[src/hw/rtl/stereo_gain_clip_peak_meter_assert.svh]
// Assertion macros shared by the gain, clip and peak meter RTL.
`ifndef STEREO_GAIN_CLIP_PEAK_METER_ASSERT_SVH
`define STEREO_GAIN_CLIP_PEAK_METER_ASSERT_SVH

// Consequent must hold in the same cycle as the antecedent.
`define SGCPM_ASSERT_SAME(label, ante, cons, msg) \
  label: assert property (@(posedge clk) disable iff (rst) (ante) |-> (cons)) \
    else $error(msg);

// Consequent must hold in the cycle after the antecedent.
`define SGCPM_ASSERT_NEXT(label, ante, cons, msg) \
  label: assert property (@(posedge clk) disable iff (rst) (ante) |=> (cons)) \
    else $error(msg);

`endif

[src/hw/rtl/sgcpm_pkg.sv]
// Types, constants and helper functions for the stereo gain, clip and peak meter.
package sgcpm_pkg;

  localparam int SAMPLE_W  = 24;
  localparam int WORD_W    = 32;
  localparam int GAIN_W    = 15;
  localparam int GAIN_FRAC = 14;
  localparam int SUM_W     = 30;
  localparam int TALLY_W   = 8;
  localparam int INDEX_W   = 7;
  localparam int PROD_W    = SAMPLE_W + GAIN_W + 1;

  localparam int CAPTURE_DEPTH_DEFAULT = 128;

  localparam logic [GAIN_W-1:0]          GAIN_RESET  = 15'd8192;
  localparam logic signed [SAMPLE_W-1:0] MAX24       = 24'sh7FFFFF;
  localparam logic signed [SAMPLE_W-1:0] MIN24       = 24'sh800000;
  localparam logic [SUM_W-1:0]           SUM_LIMIT   = {SUM_W{1'b1}};
  localparam logic [TALLY_W-1:0]         TALLY_LIMIT = {TALLY_W{1'b1}};

  typedef struct packed {
    logic signed [WORD_W-1:0] left_word;
    logic signed [WORD_W-1:0] right_word;
    logic                     batch_start;
  } frame_t;

  typedef struct packed {
    logic signed [WORD_W-1:0]   left_out;
    logic signed [WORD_W-1:0]   right_out;
    logic [TALLY_W-1:0]         batch_clip_count;
    logic signed [SAMPLE_W-1:0] batch_max;
    logic signed [SAMPLE_W-1:0] batch_min;
    logic [SUM_W-1:0]           batch_abs_sum;
    logic [SAMPLE_W-1:0]        peak_level;
    logic [INDEX_W-1:0]         capture_index;
  } result_t;

  // One channel after gain and clamping, with its clip flag.
  typedef struct packed {
    logic signed [WORD_W-1:0] word_out;
    logic                     clipped;
  } chan_t;

  // Meter values after the current frame has been taken in.
  typedef struct packed {
    logic [TALLY_W-1:0]         batch_clip_count;
    logic signed [SAMPLE_W-1:0] batch_max;
    logic signed [SAMPLE_W-1:0] batch_min;
    logic [SUM_W-1:0]           batch_abs_sum;
    logic [SAMPLE_W-1:0]        peak_level;
    logic [INDEX_W-1:0]         capture_index;
  } stats_t;

  // Magnitude of a 24-bit sample; the most negative value gives 2^23.
  function automatic logic [SAMPLE_W-1:0] mag24(input logic signed [SAMPLE_W-1:0] s);
    return s[SAMPLE_W-1] ? (~s + 24'd1) : s;
  endfunction

endpackage

[src/hw/rtl/sgcpm_gain_chan.sv]
// One channel: multiply by the unsigned Q1.14 gain, truncate toward zero and clamp.
module sgcpm_gain_chan (
  input  logic signed [sgcpm_pkg::SAMPLE_W-1:0] sample,
  input  logic [sgcpm_pkg::GAIN_W-1:0]          gain,
  output sgcpm_pkg::chan_t                      chan
);

  localparam int PW = sgcpm_pkg::PROD_W;
  localparam int SW = sgcpm_pkg::SAMPLE_W;
  localparam int VW = PW - sgcpm_pkg::GAIN_FRAC;
  localparam logic signed [PW-1:0] TRUNC_BIAS =
    (PW'(1) <<< sgcpm_pkg::GAIN_FRAC) - PW'(1);
  localparam logic signed [VW-1:0] POS_LIMIT = VW'(sgcpm_pkg::MAX24);
  localparam logic signed [VW-1:0] NEG_LIMIT = -VW'(sgcpm_pkg::MAX24);

  logic signed [PW-1:0] prod;
  logic signed [PW-1:0] prod_biased;
  logic signed [VW-1:0] scaled;
  logic signed [SW-1:0] clamped;
  logic                 over;
  logic                 under;

  always_comb begin
    prod = PW'(sample) * $signed({1'b0, gain});
    // Biasing negative products before the shift makes it truncate toward zero.
    prod_biased = prod + (prod[PW-1] ? TRUNC_BIAS : '0);
    scaled = prod_biased[PW-1:sgcpm_pkg::GAIN_FRAC];
    over  = scaled > POS_LIMIT;
    under = scaled < NEG_LIMIT;
    priority if (over) begin
      clamped = sgcpm_pkg::MAX24;
    end else if (under) begin
      clamped = -sgcpm_pkg::MAX24;
    end else begin
      clamped = scaled[SW-1:0];
    end
    chan.word_out = {clamped, 8'h00};
    chan.clipped  = over | under;
  end

endmodule

[src/hw/rtl/sgcpm_stats.sv]
// Batch statistics, peak hold and capture slot counter.
module sgcpm_stats #(
  parameter int CAPTURE_DEPTH = sgcpm_pkg::CAPTURE_DEPTH_DEFAULT
) (
  input  logic                                  clk,
  input  logic                                  rst,
  input  logic                                  adv,
  input  logic signed [sgcpm_pkg::SAMPLE_W-1:0] left_pcm,
  input  logic signed [sgcpm_pkg::SAMPLE_W-1:0] right_pcm,
  input  logic                                  batch_start,
  input  logic                                  left_clip,
  input  logic                                  right_clip,
  output sgcpm_pkg::stats_t                     stats
);

  `include "stereo_gain_clip_peak_meter_assert.svh"

  localparam int SW     = sgcpm_pkg::SAMPLE_W;
  localparam int TW     = sgcpm_pkg::TALLY_W;
  localparam int UW     = sgcpm_pkg::SUM_W;
  localparam int IW     = sgcpm_pkg::INDEX_W;
  localparam int SLOT_W = (CAPTURE_DEPTH > 1) ? $clog2(CAPTURE_DEPTH) : 1;
  localparam logic [SLOT_W-1:0] SLOT_LAST = SLOT_W'(CAPTURE_DEPTH - 1);

  logic [SW-1:0]        peak_hold;
  logic [SW-1:0]        peak_hold_next;
  logic signed [SW-1:0] running_max;
  logic signed [SW-1:0] running_max_next;
  logic signed [SW-1:0] running_min;
  logic signed [SW-1:0] running_min_next;
  logic [UW-1:0]        running_abs_sum;
  logic [UW-1:0]        running_abs_sum_next;
  logic [TW-1:0]        clip_tally;
  logic [TW-1:0]        clip_tally_next;
  logic [SLOT_W-1:0]    capture_slot;
  logic [SLOT_W-1:0]    capture_slot_next;

  logic [SW-1:0]        left_mag;
  logic [SW-1:0]        right_mag;
  logic signed [SW-1:0] dom;
  logic [SW-1:0]        dmag;
  logic signed [SW-1:0] base_max;
  logic signed [SW-1:0] base_min;
  logic [UW-1:0]        base_sum;
  logic [TW-1:0]        base_tally;
  logic [UW:0]          sum_wide;
  logic [TW:0]          tally_wide;
  logic [SLOT_W+IW-1:0] slot_ext;
  logic                 clip_seen;

  always_comb begin
    left_mag  = sgcpm_pkg::mag24(left_pcm);
    right_mag = sgcpm_pkg::mag24(right_pcm);
    // Right channel wins a tie in magnitude.
    dom  = (left_mag > right_mag) ? left_pcm : right_pcm;
    dmag = (left_mag > right_mag) ? left_mag : right_mag;

    base_max   = batch_start ? sgcpm_pkg::MIN24 : running_max;
    base_min   = batch_start ? sgcpm_pkg::MAX24 : running_min;
    base_sum   = batch_start ? '0 : running_abs_sum;
    base_tally = batch_start ? '0 : clip_tally;

    running_max_next = (dom > base_max) ? dom : base_max;
    running_min_next = (dom < base_min) ? dom : base_min;

    sum_wide = {1'b0, base_sum} + (UW + 1)'(dmag);
    running_abs_sum_next = sum_wide[UW] ? sgcpm_pkg::SUM_LIMIT : sum_wide[UW-1:0];

    tally_wide = {1'b0, base_tally} + (TW + 1)'(left_clip) + (TW + 1)'(right_clip);
    clip_tally_next = tally_wide[TW] ? sgcpm_pkg::TALLY_LIMIT : tally_wide[TW-1:0];

    peak_hold_next = (dmag > peak_hold) ? dmag : peak_hold;

    capture_slot_next = (capture_slot == SLOT_LAST) ? '0 : capture_slot + SLOT_W'(1);

    slot_ext = {{IW{1'b0}}, capture_slot};

    clip_seen = adv && !batch_start && (left_clip || right_clip) &&
                (clip_tally != sgcpm_pkg::TALLY_LIMIT);

    stats.batch_clip_count = clip_tally_next;
    stats.batch_max        = running_max_next;
    stats.batch_min        = running_min_next;
    stats.batch_abs_sum    = running_abs_sum_next;
    stats.peak_level       = peak_hold_next;
    stats.capture_index    = slot_ext[IW-1:0];
  end

  always_ff @(posedge clk) begin
    if (rst) begin
      peak_hold       <= '0;
      running_max     <= sgcpm_pkg::MIN24;
      running_min     <= sgcpm_pkg::MAX24;
      running_abs_sum <= '0;
      clip_tally      <= '0;
      capture_slot    <= '0;
    end else if (adv) begin
      peak_hold       <= peak_hold_next;
      running_max     <= running_max_next;
      running_min     <= running_min_next;
      running_abs_sum <= running_abs_sum_next;
      clip_tally      <= clip_tally_next;
      capture_slot    <= capture_slot_next;
    end
  end

  `SGCPM_ASSERT_NEXT(a_peak_follows, adv && (dmag > peak_hold), peak_hold == $past(dmag), "peak missed")
  `SGCPM_ASSERT_NEXT(a_batch_first_frame, adv && batch_start, running_max == running_min, "no restart")
  `SGCPM_ASSERT_NEXT(a_tally_counts, clip_seen, clip_tally != $past(clip_tally), "clip was not counted")

endmodule

[src/hw/rtl/stereo_gain_clip_peak_meter.sv]
// Top level: stereo gain with saturation, clip counting and peak metering.
//
//   channel  direction  handshake                 payload
//   frame    in         frame_valid/frame_stall   frame (frame_t)
//   result   out        result_valid/result_stall result (result_t)
//   cfg      in         cfg_valid/cfg_ready       cfg_data (gain, unsigned Q1.14)
//
// One frame a cycle is taken while the result is not stalled; it passes the frame register, then the result register.
// The input register feeds the two multipliers and the meters, the result register takes them.
// Reset sets the gain to 0.5 and clears the meters; cfg_ready is always high.
// A stalled result holds the frame stage; frame_stall rises only when both stages are full.
module stereo_gain_clip_peak_meter #(
  parameter int CAPTURE_DEPTH = sgcpm_pkg::CAPTURE_DEPTH_DEFAULT
) (
  input  logic                             clk,
  input  logic                             rst,
  input  logic                             frame_valid,
  output logic                             frame_stall,
  input  sgcpm_pkg::frame_t                frame,
  output logic                             result_valid,
  input  logic                             result_stall,
  output sgcpm_pkg::result_t               result,
  input  logic                             cfg_valid,
  output logic                             cfg_ready,
  input  logic [sgcpm_pkg::GAIN_W-1:0]     cfg_data
);

  `include "stereo_gain_clip_peak_meter_assert.svh"

  localparam int WW = sgcpm_pkg::WORD_W;

  logic [sgcpm_pkg::GAIN_W-1:0] gain;
  logic                         s1_valid;
  logic                         s1_valid_next;
  sgcpm_pkg::frame_t            s1;
  logic                         out_adv;
  logic                         adv;
  logic                         accept;
  sgcpm_pkg::chan_t             left_chan;
  sgcpm_pkg::chan_t             right_chan;
  sgcpm_pkg::stats_t            stats;
  sgcpm_pkg::result_t           result_next;

  assign cfg_ready   = 1'b1;
  assign out_adv     = !result_valid || !result_stall;
  assign adv         = s1_valid && out_adv;
  assign frame_stall = s1_valid && !out_adv;
  assign accept      = frame_valid && !frame_stall;

  always_comb begin
    priority if (accept) begin
      s1_valid_next = 1'b1;
    end else if (out_adv) begin
      s1_valid_next = 1'b0;
    end else begin
      s1_valid_next = s1_valid;
    end
  end

  always_ff @(posedge clk) begin
    if (rst) begin
      gain <= sgcpm_pkg::GAIN_RESET;
    end else if (cfg_valid && cfg_ready) begin
      gain <= cfg_data;
    end
  end

  always_ff @(posedge clk) begin
    if (rst) begin
      s1_valid     <= 1'b0;
      result_valid <= 1'b0;
    end else begin
      s1_valid <= s1_valid_next;
      if (out_adv) begin
        result_valid <= s1_valid;
      end
    end
  end

  always_ff @(posedge clk) begin
    if (accept) begin
      s1 <= frame;
    end
    if (adv) begin
      result <= result_next;
    end
  end

  sgcpm_gain_chan u_left (
    .sample (s1.left_word[WW-1:WW-sgcpm_pkg::SAMPLE_W]),
    .gain   (gain),
    .chan   (left_chan)
  );

  sgcpm_gain_chan u_right (
    .sample (s1.right_word[WW-1:WW-sgcpm_pkg::SAMPLE_W]),
    .gain   (gain),
    .chan   (right_chan)
  );

  sgcpm_stats #(
    .CAPTURE_DEPTH (CAPTURE_DEPTH)
  ) u_stats (
    .clk         (clk),
    .rst         (rst),
    .adv         (adv),
    .left_pcm    (s1.left_word[WW-1:WW-sgcpm_pkg::SAMPLE_W]),
    .right_pcm   (s1.right_word[WW-1:WW-sgcpm_pkg::SAMPLE_W]),
    .batch_start (s1.batch_start),
    .left_clip   (left_chan.clipped),
    .right_clip  (right_chan.clipped),
    .stats       (stats)
  );

  always_comb begin
    result_next.left_out         = left_chan.word_out;
    result_next.right_out        = right_chan.word_out;
    result_next.batch_clip_count = stats.batch_clip_count;
    result_next.batch_max        = stats.batch_max;
    result_next.batch_min        = stats.batch_min;
    result_next.batch_abs_sum    = stats.batch_abs_sum;
    result_next.peak_level       = stats.peak_level;
    result_next.capture_index    = stats.capture_index;
  end

  `SGCPM_ASSERT_NEXT(a_accept_fills, accept, s1_valid, "request did not reach the frame stage")
  `SGCPM_ASSERT_NEXT(a_adv_shows, adv, result_valid, "frame stage moved on without a result")
  `SGCPM_ASSERT_SAME(a_stall_only_full, frame_stall, s1_valid && result_valid, "stall with a free stage")

endmodule

[config.mk]
export PLATFORM = sky130hd
export DESIGN_NAME = stereo_gain_clip_peak_meter
export DESIGN_NICKNAME = d
export VERILOG_FILES = /design/src/hw/rtl/sgcpm_pkg.sv /design/src/hw/rtl/sgcpm_gain_chan.sv /design/src/hw/rtl/sgcpm_stats.sv /design/src/hw/rtl/stereo_gain_clip_peak_meter.sv
export VERILOG_INCLUDE_DIRS = /design/src /design/src/hw/rtl
export SDC_FILE = /design/constraint.sdc
export NUM_CORES = 2
export LEC_CHECK = 0
export ABC_CLOCK_PERIOD_IN_PS = 11600
export BUFFER_PORTS_ARGS = -buffer_cell sky130_fd_sc_hd__buf_2
export CAP_MARGIN = 20
export CORE_ASPECT_RATIO = 0.9
export CORE_UTILIZATION = 35
export CTS_CLUSTER_SIZE = 40
export DETAILED_ROUTE_END_ITERATION = 6
export GPL_TIMING_DRIVEN = 0
export MAX_ROUTING_LAYER = met4
export PLACE_DENSITY = 0.61
export SLEW_MARGIN = 20
export SYNTH_ARGS = -nofsm -noshare
export SYNTH_HDL_FRONTEND = slang
export SYNTH_SLANG_ARGS = --single-unit
[constraint.sdc]
create_clock -name clk -period 11.6 [get_ports clk]
set_clock_uncertainty 0.1 [all_clocks]
set_input_delay 2.32 -clock clk [delete_from_list [all_inputs] [get_ports clk]]
set_output_delay 2.32 -clock clk [all_outputs]
set_load 0.05 [all_outputs]
# Word level (Yosys, flattened, before mapping)
# Cells that the tools add are included.
# classes
eq_ne	1
n_addsub	8
multipliers	2
n_mux	20
magnitude_cmp	8
reduce_logical	11
bitwise_logic	4
# ops
operator	n
24-bit two-way mux	11
40-bit adder	2
24-bit by 16-bit multiplier with 40-bit output	2
24-bit > comparator	3
30-bit two-way mux	2
26-bit by 24-bit > comparator with 1-bit output (second input constant)	2
26-bit by 24-bit < comparator with 1-bit output (second input constant)	2
24-bit by 1-bit adder with 24-bit output (second input constant)	2
24-bit NOT	2
30-bit by 24-bit adder with 31-bit output	1
14-bit two-way mux	2
24-bit < comparator	1
8-bit two-way mux	2
8-bit by 1-bit adder with 9-bit output	1
9-bit by 1-bit adder with 9-bit output	1
7-bit by 1-bit adder with 7-bit output (second input constant)	1
7-bit == test (second input constant)	1
7-bit two-way mux	1
1-bit zero test	4
2-bit OR reduction	2
1-bit logical AND	3
1-bit two-way mux	2
1-bit bitwise OR	2
2-bit nonzero test	1
1-bit logical OR	1
# totals
output_inout_bits	184
in_bits	85
wordCells	76
regBits	364

# Longest topological paths before layout
# logic_depth
depth_word	8
depth_mapped	51
depth_no_buf	46

# By module
# From an unflattened synthesis, not the netlist that was laid out.
# hier_totals
cells_unflattened	5307
area_unflattened_um2	48945.7
# modules_own_cells
mod	area_each_um2	instances	seq_area_each_um2	cells_each
sgcpm_gain_chan at u_right	15020.7	1	0.0	1748
sgcpm_gain_chan at u_left	14781.7	1	0.0	1721
sgcpm_stats	11598.6	1	2342.2	1547
stereo_gain_clip_peak_meter	7544.7	1	7247.0	291

# Worst setup path after synthesis
# No wires, ideal clock.
# synth_path
kind	register to register
startpoint	register s1[64] (netlist bit)
endpoint	register u_stats.clip_tally[5]
path_stages_with_launch	41
path_slack_ps	1159
arrival_ps	10263
synth_period_minus_slack_ps	10441
required_time_ps	11422
setup_time_ps	78
path_buffers	4
path_cell_list	edfxtp_1 > clkbuf_1 > clkbuf_1 > nand2_1 > fa_1 > fa_1 > inv_1 > fa_1 > fa_1 > fa_1 > inv_1 > fa_1 > inv_1 > ha_1 > nand4_1 > or4b_1 > o21a_2 > o211ai_4 > (+5 left out) > or4b_1 > o2bb2ai_2 > mux2i_4 > a21o_1 > buf_6 > nand3_1 > a21o_1 > and2_0 > or4_1 > a31oi_2 > fa_1 > ha_1 > nand2_1 > nor2_1 > nand3_1 > o21ai_0 > nor2_1 > nor3_1
# synth_lines
item	line_no	text
start, declared	stereo_gain_clip_peak_meter.sv:35	sgcpm_pkg::frame_t s1;
start signal, assigned	stereo_gain_clip_peak_meter.sv:82	s1 <= frame;
end signal, assigned	sgcpm_stats.sv:102	clip_tally <= clip_tally_next;
end, declared	sgcpm_stats.sv:33	logic [TW-1:0] clip_tally;

==> impl_results.rst <==
.. list-table::
   :header-rows: 1

   * - Metric
     - Value
   * - Number of nets in the layout
     - 6670
   * - Cell variety after synth
     - 129
   * - Max stage delay cell, worst path
     - sky130_fd_sc_hd__edfxtp_1
   * - Post-route setup slack
     - 0.306 ns
   * - Top-count cell post-synth
     - sky130_fd_sc_hd__inv_1
   * - Worst hold margin
     - 0.362 ns
   * - Top-area cell type share of the netlist area
     - 29.5%
   * - Total global routing overflow
     - 0
   * - Leakage
     - 24.4 nW
   * - Worst setup EP type
     - flop
   * - Mapped Avg Cell Area
     - 9.13 um^2
   * - Footprint of the multi-input gates
     - 34300 um^2
   * - Total number of yosys warnings
     - 0
   * - Final Critical Period
     - 11.29 ns
   * - Count of nets left with antenna violations after detail routing
     - 0
   * - Post-detailed-route wirelength per cell
     - 21.4 um
   * - Cell with the most instances on the worst path
     - sky130_fd_sc_hd__fa_1
   * - Flip-flop cell with the highest count after synthesis
     - sky130_fd_sc_hd__edfxtp_1
   * - Standard-cell row count
     - 127
   * - Maximum number of pins on one net before global-route repair
     - 53
   * - Final setup fails
     - 0
   * - CP Class
     - flop to flop
   * - Classification of the worst-slack hold path
     - flop to flop
   * - Num ports
     - 269
   * - Final weighted congestion of routability-driven global placement
     - 1.01
   * - Number of buffers created by CTS
     - 39
   * - Post-detail-place hpwl
     - 125 mm
   * - Initial detailed-routing violation count
     - 3474
   * - FF+latch area
     - 9110 um^2
   * - Number of search-and-repair iterations in the first detailed-routing pass
     - 7
   * - Worst-case vdd ir drop
     - 379 uV
   * - Top cells by instance count after synthesis
     - sky130_fd_sc_hd__inv_1, sky130_fd_sc_hd__fa_1, sky130_fd_sc_hd__nand2_1
   * - Overall via count from detail_route
     - 38657
   * - Clock insertion delay at the later pin of the skew report
     - 0.64 ns
   * - Setup slack at placement
     - -1.70 ns
   * - Area added between synthesis and finish
     - 12.9%
   * - Max clock buf depth
     - 3
   * - Die X
     - 391 um
   * - Clock Pin Slew Worst Setup and Hold Paths
     - 0.07 ns
   * - Via count of the first global-routing pass
     - 38255
   * - Dominant cells by area after synthesis
     - sky130_fd_sc_hd__fa_1, sky130_fd_sc_hd__edfxtp_1, sky130_fd_sc_hd__ha_1, sky130_fd_sc_hd__inv_1, sky130_fd_sc_hd__dfxtp_1
   * - Routed vias/inst
     - 5.22
   * - Count of clock tree sinks
     - 348
   * - Critical path launch point type
     - flop
   * - GR Util All Layers
     - 23.6%
   * - Normalized max-slew margin
     - 29.5%
   * - Area of the mapped netlist
     - 47600 um^2
   * - Cell depth of the worst hold path
     - 2
   * - Filler Cell Count
     - 13382
   * - Floorplan core area
     - 134000 um^2
   * - Final Hold Vio Count
     - 0
   * - Final WL
     - 158 mm
   * - Die Y-Extent
     - 352 um
   * - Largest area contributor in the netlist
     - sky130_fd_sc_hd__fa_1
   * - Register area share after synthesis
     - 19.1%
   * - Period utilization
     - 97.4%
   * - Number of remaining DRC errors
     - 28
   * - Number of standard cells after synthesis
     - 5209
   * - Fraction of registers with async set or reset after synthesis
     - 0%
   * - Number of antenna violations at the first check in global routing
     - 12
   * - Max incr delay on CP
     - 0.59 ns
   * - Global-route wire length before repair
     - 237 mm
   * - Die area
     - 137000 um^2
   * - Max-cap violations
     - 0
   * - Total of flip-flops plus latches after synthesis
     - 348
   * - Maximum frequency from static timing analysis
     - 88.5 MHz
   * - Violations in the final reports
     - design-rule violations
   * - Final number of max-transition violations
     - 0
   * - Setup total negative slack
     - 0 ns
   * - Power per unit of standard cell area
     - 320 nW/um^2
   * - Crit Path Max Fanout
     - 10
   * - Clock root cell
     - sky130_fd_sc_hd__clkbuf_16
   * - Data arrival at the endpoint of the critical path
     - 11.72 ns
   * - Number of flops mapped to enable cells by yosys
     - 214
   * - H-tree level count
     - 2
   * - Status
     - finished with violations
   * - Number of port buffers
     - 233
   * - Slew of the pin with the lowest slew margin
     - 1.06 ns
   * - Worst r2r path cells
     - 42
   * - Layout cell share with drive strength beyond 1
     - 12.9%
   * - TritonCTS clock tree
     - built
   * - # hold bufs at CTS
     - 0
   * - Critical path data required time
     - 12.03 ns
   * - Initial Utilization
     - 35.5%
   * - Post-Route Utilization
     - 40.1%
==> power breakdown <==
part	switching [W]	total [W]	internal (W)
clock	0.000597	0.00133	0.000732
sequential	0.0000806	0.00197	0.00189
combinational	0.00882	0.0139	0.00509
total	0.00950	0.0172	0.00771
==> layer usage <==
layer | routed length [um] | up-vias | share of wire (%) | global-route usage, %
met2 | 70600 | 1614 | 45 | 36.2
li1 | - | 17374 | - | -
met4 | 5870 | 0 | 3.7 | 7.55
met5 | 0 | - | 0 | -
met1 | 65800 | 19392 | 42 | 30.8
met3 | 15900 | 277 | 10 | 5.46
==> cells in the final DEF, fill, tap and decap left out, types with 18 or more instances in the layout <==
| master | netlist | final |
|---|---|---|
| sky130_fd_sc_hd__o21ai_1 | 37 | 39 |
| sky130_fd_sc_hd__fa_1 | 702 | 697 |
| sky130_fd_sc_hd__xnor2_1 | 110 | 109 |
| sky130_fd_sc_hd__nor2_1 | 280 | 279 |
| sky130_fd_sc_hd__mux2i_1 | 68 | 68 |
| sky130_fd_sc_hd__a211oi_1 | 38 | 38 |
| sky130_fd_sc_hd__clkbuf_16 | 0 | 39 |
| sky130_fd_sc_hd__clkbuf_2 | 0 | 63 |
| sky130_fd_sc_hd__nand2b_1 | 64 | 64 |
| sky130_fd_sc_hd__edfxtp_1 | 214 | 214 |
| sky130_fd_sc_hd__o21ai_0 | 130 | 128 |
| sky130_fd_sc_hd__nand3_1 | 61 | 59 |
| sky130_fd_sc_hd__a31oi_1 | 21 | 20 |
| sky130_fd_sc_hd__a22oi_1 | 24 | 24 |
| sky130_fd_sc_hd__dfxtp_1 | 134 | 131 |
| sky130_fd_sc_hd__nor3_1 | 78 | 78 |
| sky130_fd_sc_hd__buf_2 | 17 | 261 |
| sky130_fd_sc_hd__buf_4 | 19 | 116 |
| sky130_fd_sc_hd__nand2_1 | 604 | 602 |
| sky130_fd_sc_hd__a21bo_2 | 22 | 22 |
| sky130_fd_sc_hd__and3_1 | 30 | 29 |
| sky130_fd_sc_hd__inv_1 | 864 | 859 |
| sky130_fd_sc_hd__mux2_2 | 27 | 27 |
| sky130_fd_sc_hd__and2_1 | 320 | 319 |
| sky130_fd_sc_hd__xor2_1 | 74 | 72 |
| sky130_fd_sc_hd__nand4_1 | 31 | 31 |
| sky130_fd_sc_hd__clkbuf_1 | 236 | 94 |
| sky130_fd_sc_hd__clkbuf_4 | 0 | 20 |
| sky130_fd_sc_hd__a21oi_1 | 193 | 192 |
| sky130_fd_sc_hd__or3_1 | 18 | 18 |
| sky130_fd_sc_hd__nor2b_1 | 60 | 59 |
| sky130_fd_sc_hd__a21o_1 | 53 | 53 |
| sky130_fd_sc_hd__o31ai_1 | 19 | 19 |
| sky130_fd_sc_hd__o21a_1 | 37 | 36 |
| sky130_fd_sc_hd__ha_1 | 329 | 323 |
==> worst max-delay path: cells and delay by family (launching register included) <==
kind                     cells  cell delay (ns)
AO/OA/AOI/OAI                9             2.49
multiplexers                 1             0.07
flip-flops                   1             0.59
XOR/XNOR                     1             0.23
adder cells (fa/ha/maj)     10             4.17
buffers and inverters        5             0.75
AND/OR/NAND/NOR             16             2.78
==> kinds of logic (layout without fill, tap and decap cells) <==
| group | Yosys count | count (layout) | share of synthesized area (%) |
|---|---|---|---|
| AO/OA/AOI/OAI | 718 | 718 | 10.2 |
| multiplexers | 97 | 97 | 2.14 |
| AND/OR/NAND/NOR | 1667 | 1667 | 17.5 |
| flip-flops | 348 | 348 | 19.1 |
| adder cells (fa/ha/maj) | 1031 | 1031 | 38.2 |
| XOR/XNOR | 186 | 186 | 3.47 |
| buffers and inverters | 1160 | 1520 | 9.38 |
| other | 2 | 28 | 0.0158 |
==> sequential cells by signal, summed over array words and instances (netlist names) <==
register,count
gain,15
u_stats.clip_tally,8
u_stats.running_max,24
u_stats.running_min,24
u_stats.peak_hold,24
s1_valid,1
u_stats.running_abs_sum,30
result_valid,1
s1,49
u_stats.capture_slot,7
result,165
==> cell type report <==
cell class	instances	area share [%]
Antenna cell	11	0.0512
Buffer	245	2.40
Clock buffer	44	1.87
Clock inverter	27	0.605
Inverter	865	6.08
Multi-Input combinational cell	3716	63.8
Sequential cell	348	17.0
Tap cell	1806	4.21
Timing Repair Buffer	339	4.04
==> stage by stage <==
step	total power (W)	area, um^2	cells
final	0.0172	53700	7401
after global routing	0.0187	53700	7395
after CTS	0.0169	53100	7348
after detailed placement	0.0151	51200	7268
after global placement	0.0151	51100	7263
after floorplan	0.0115	47600	5224
==> final timing paths <==
path | from | endpoint | slack, ns
worst max-delay path | s1[22] | u_stats.clip_tally[7] | 0.31
worst min-delay path | u_stats.running_abs_sum[12] | u_stats.running_abs_sum[12] | 0.36
worst max register to register | s1[22] | u_stats.clip_tally[7] | 0.31
worst min register to register | u_stats.running_abs_sum[12] | u_stats.running_abs_sum[12] | 0.36
==> what timing repair did <==
| action | 4_1_cts | 5_1_grt |
|---|---|---|
| pin swaps | 5 | 8 |
| setup endpoints to repair | 18 | 20 |
| buffers inserted | 58 | 43 |
| gates resized for setup | 121 | 122 |
Note: power is estimated with default switching activity, not from simulation.
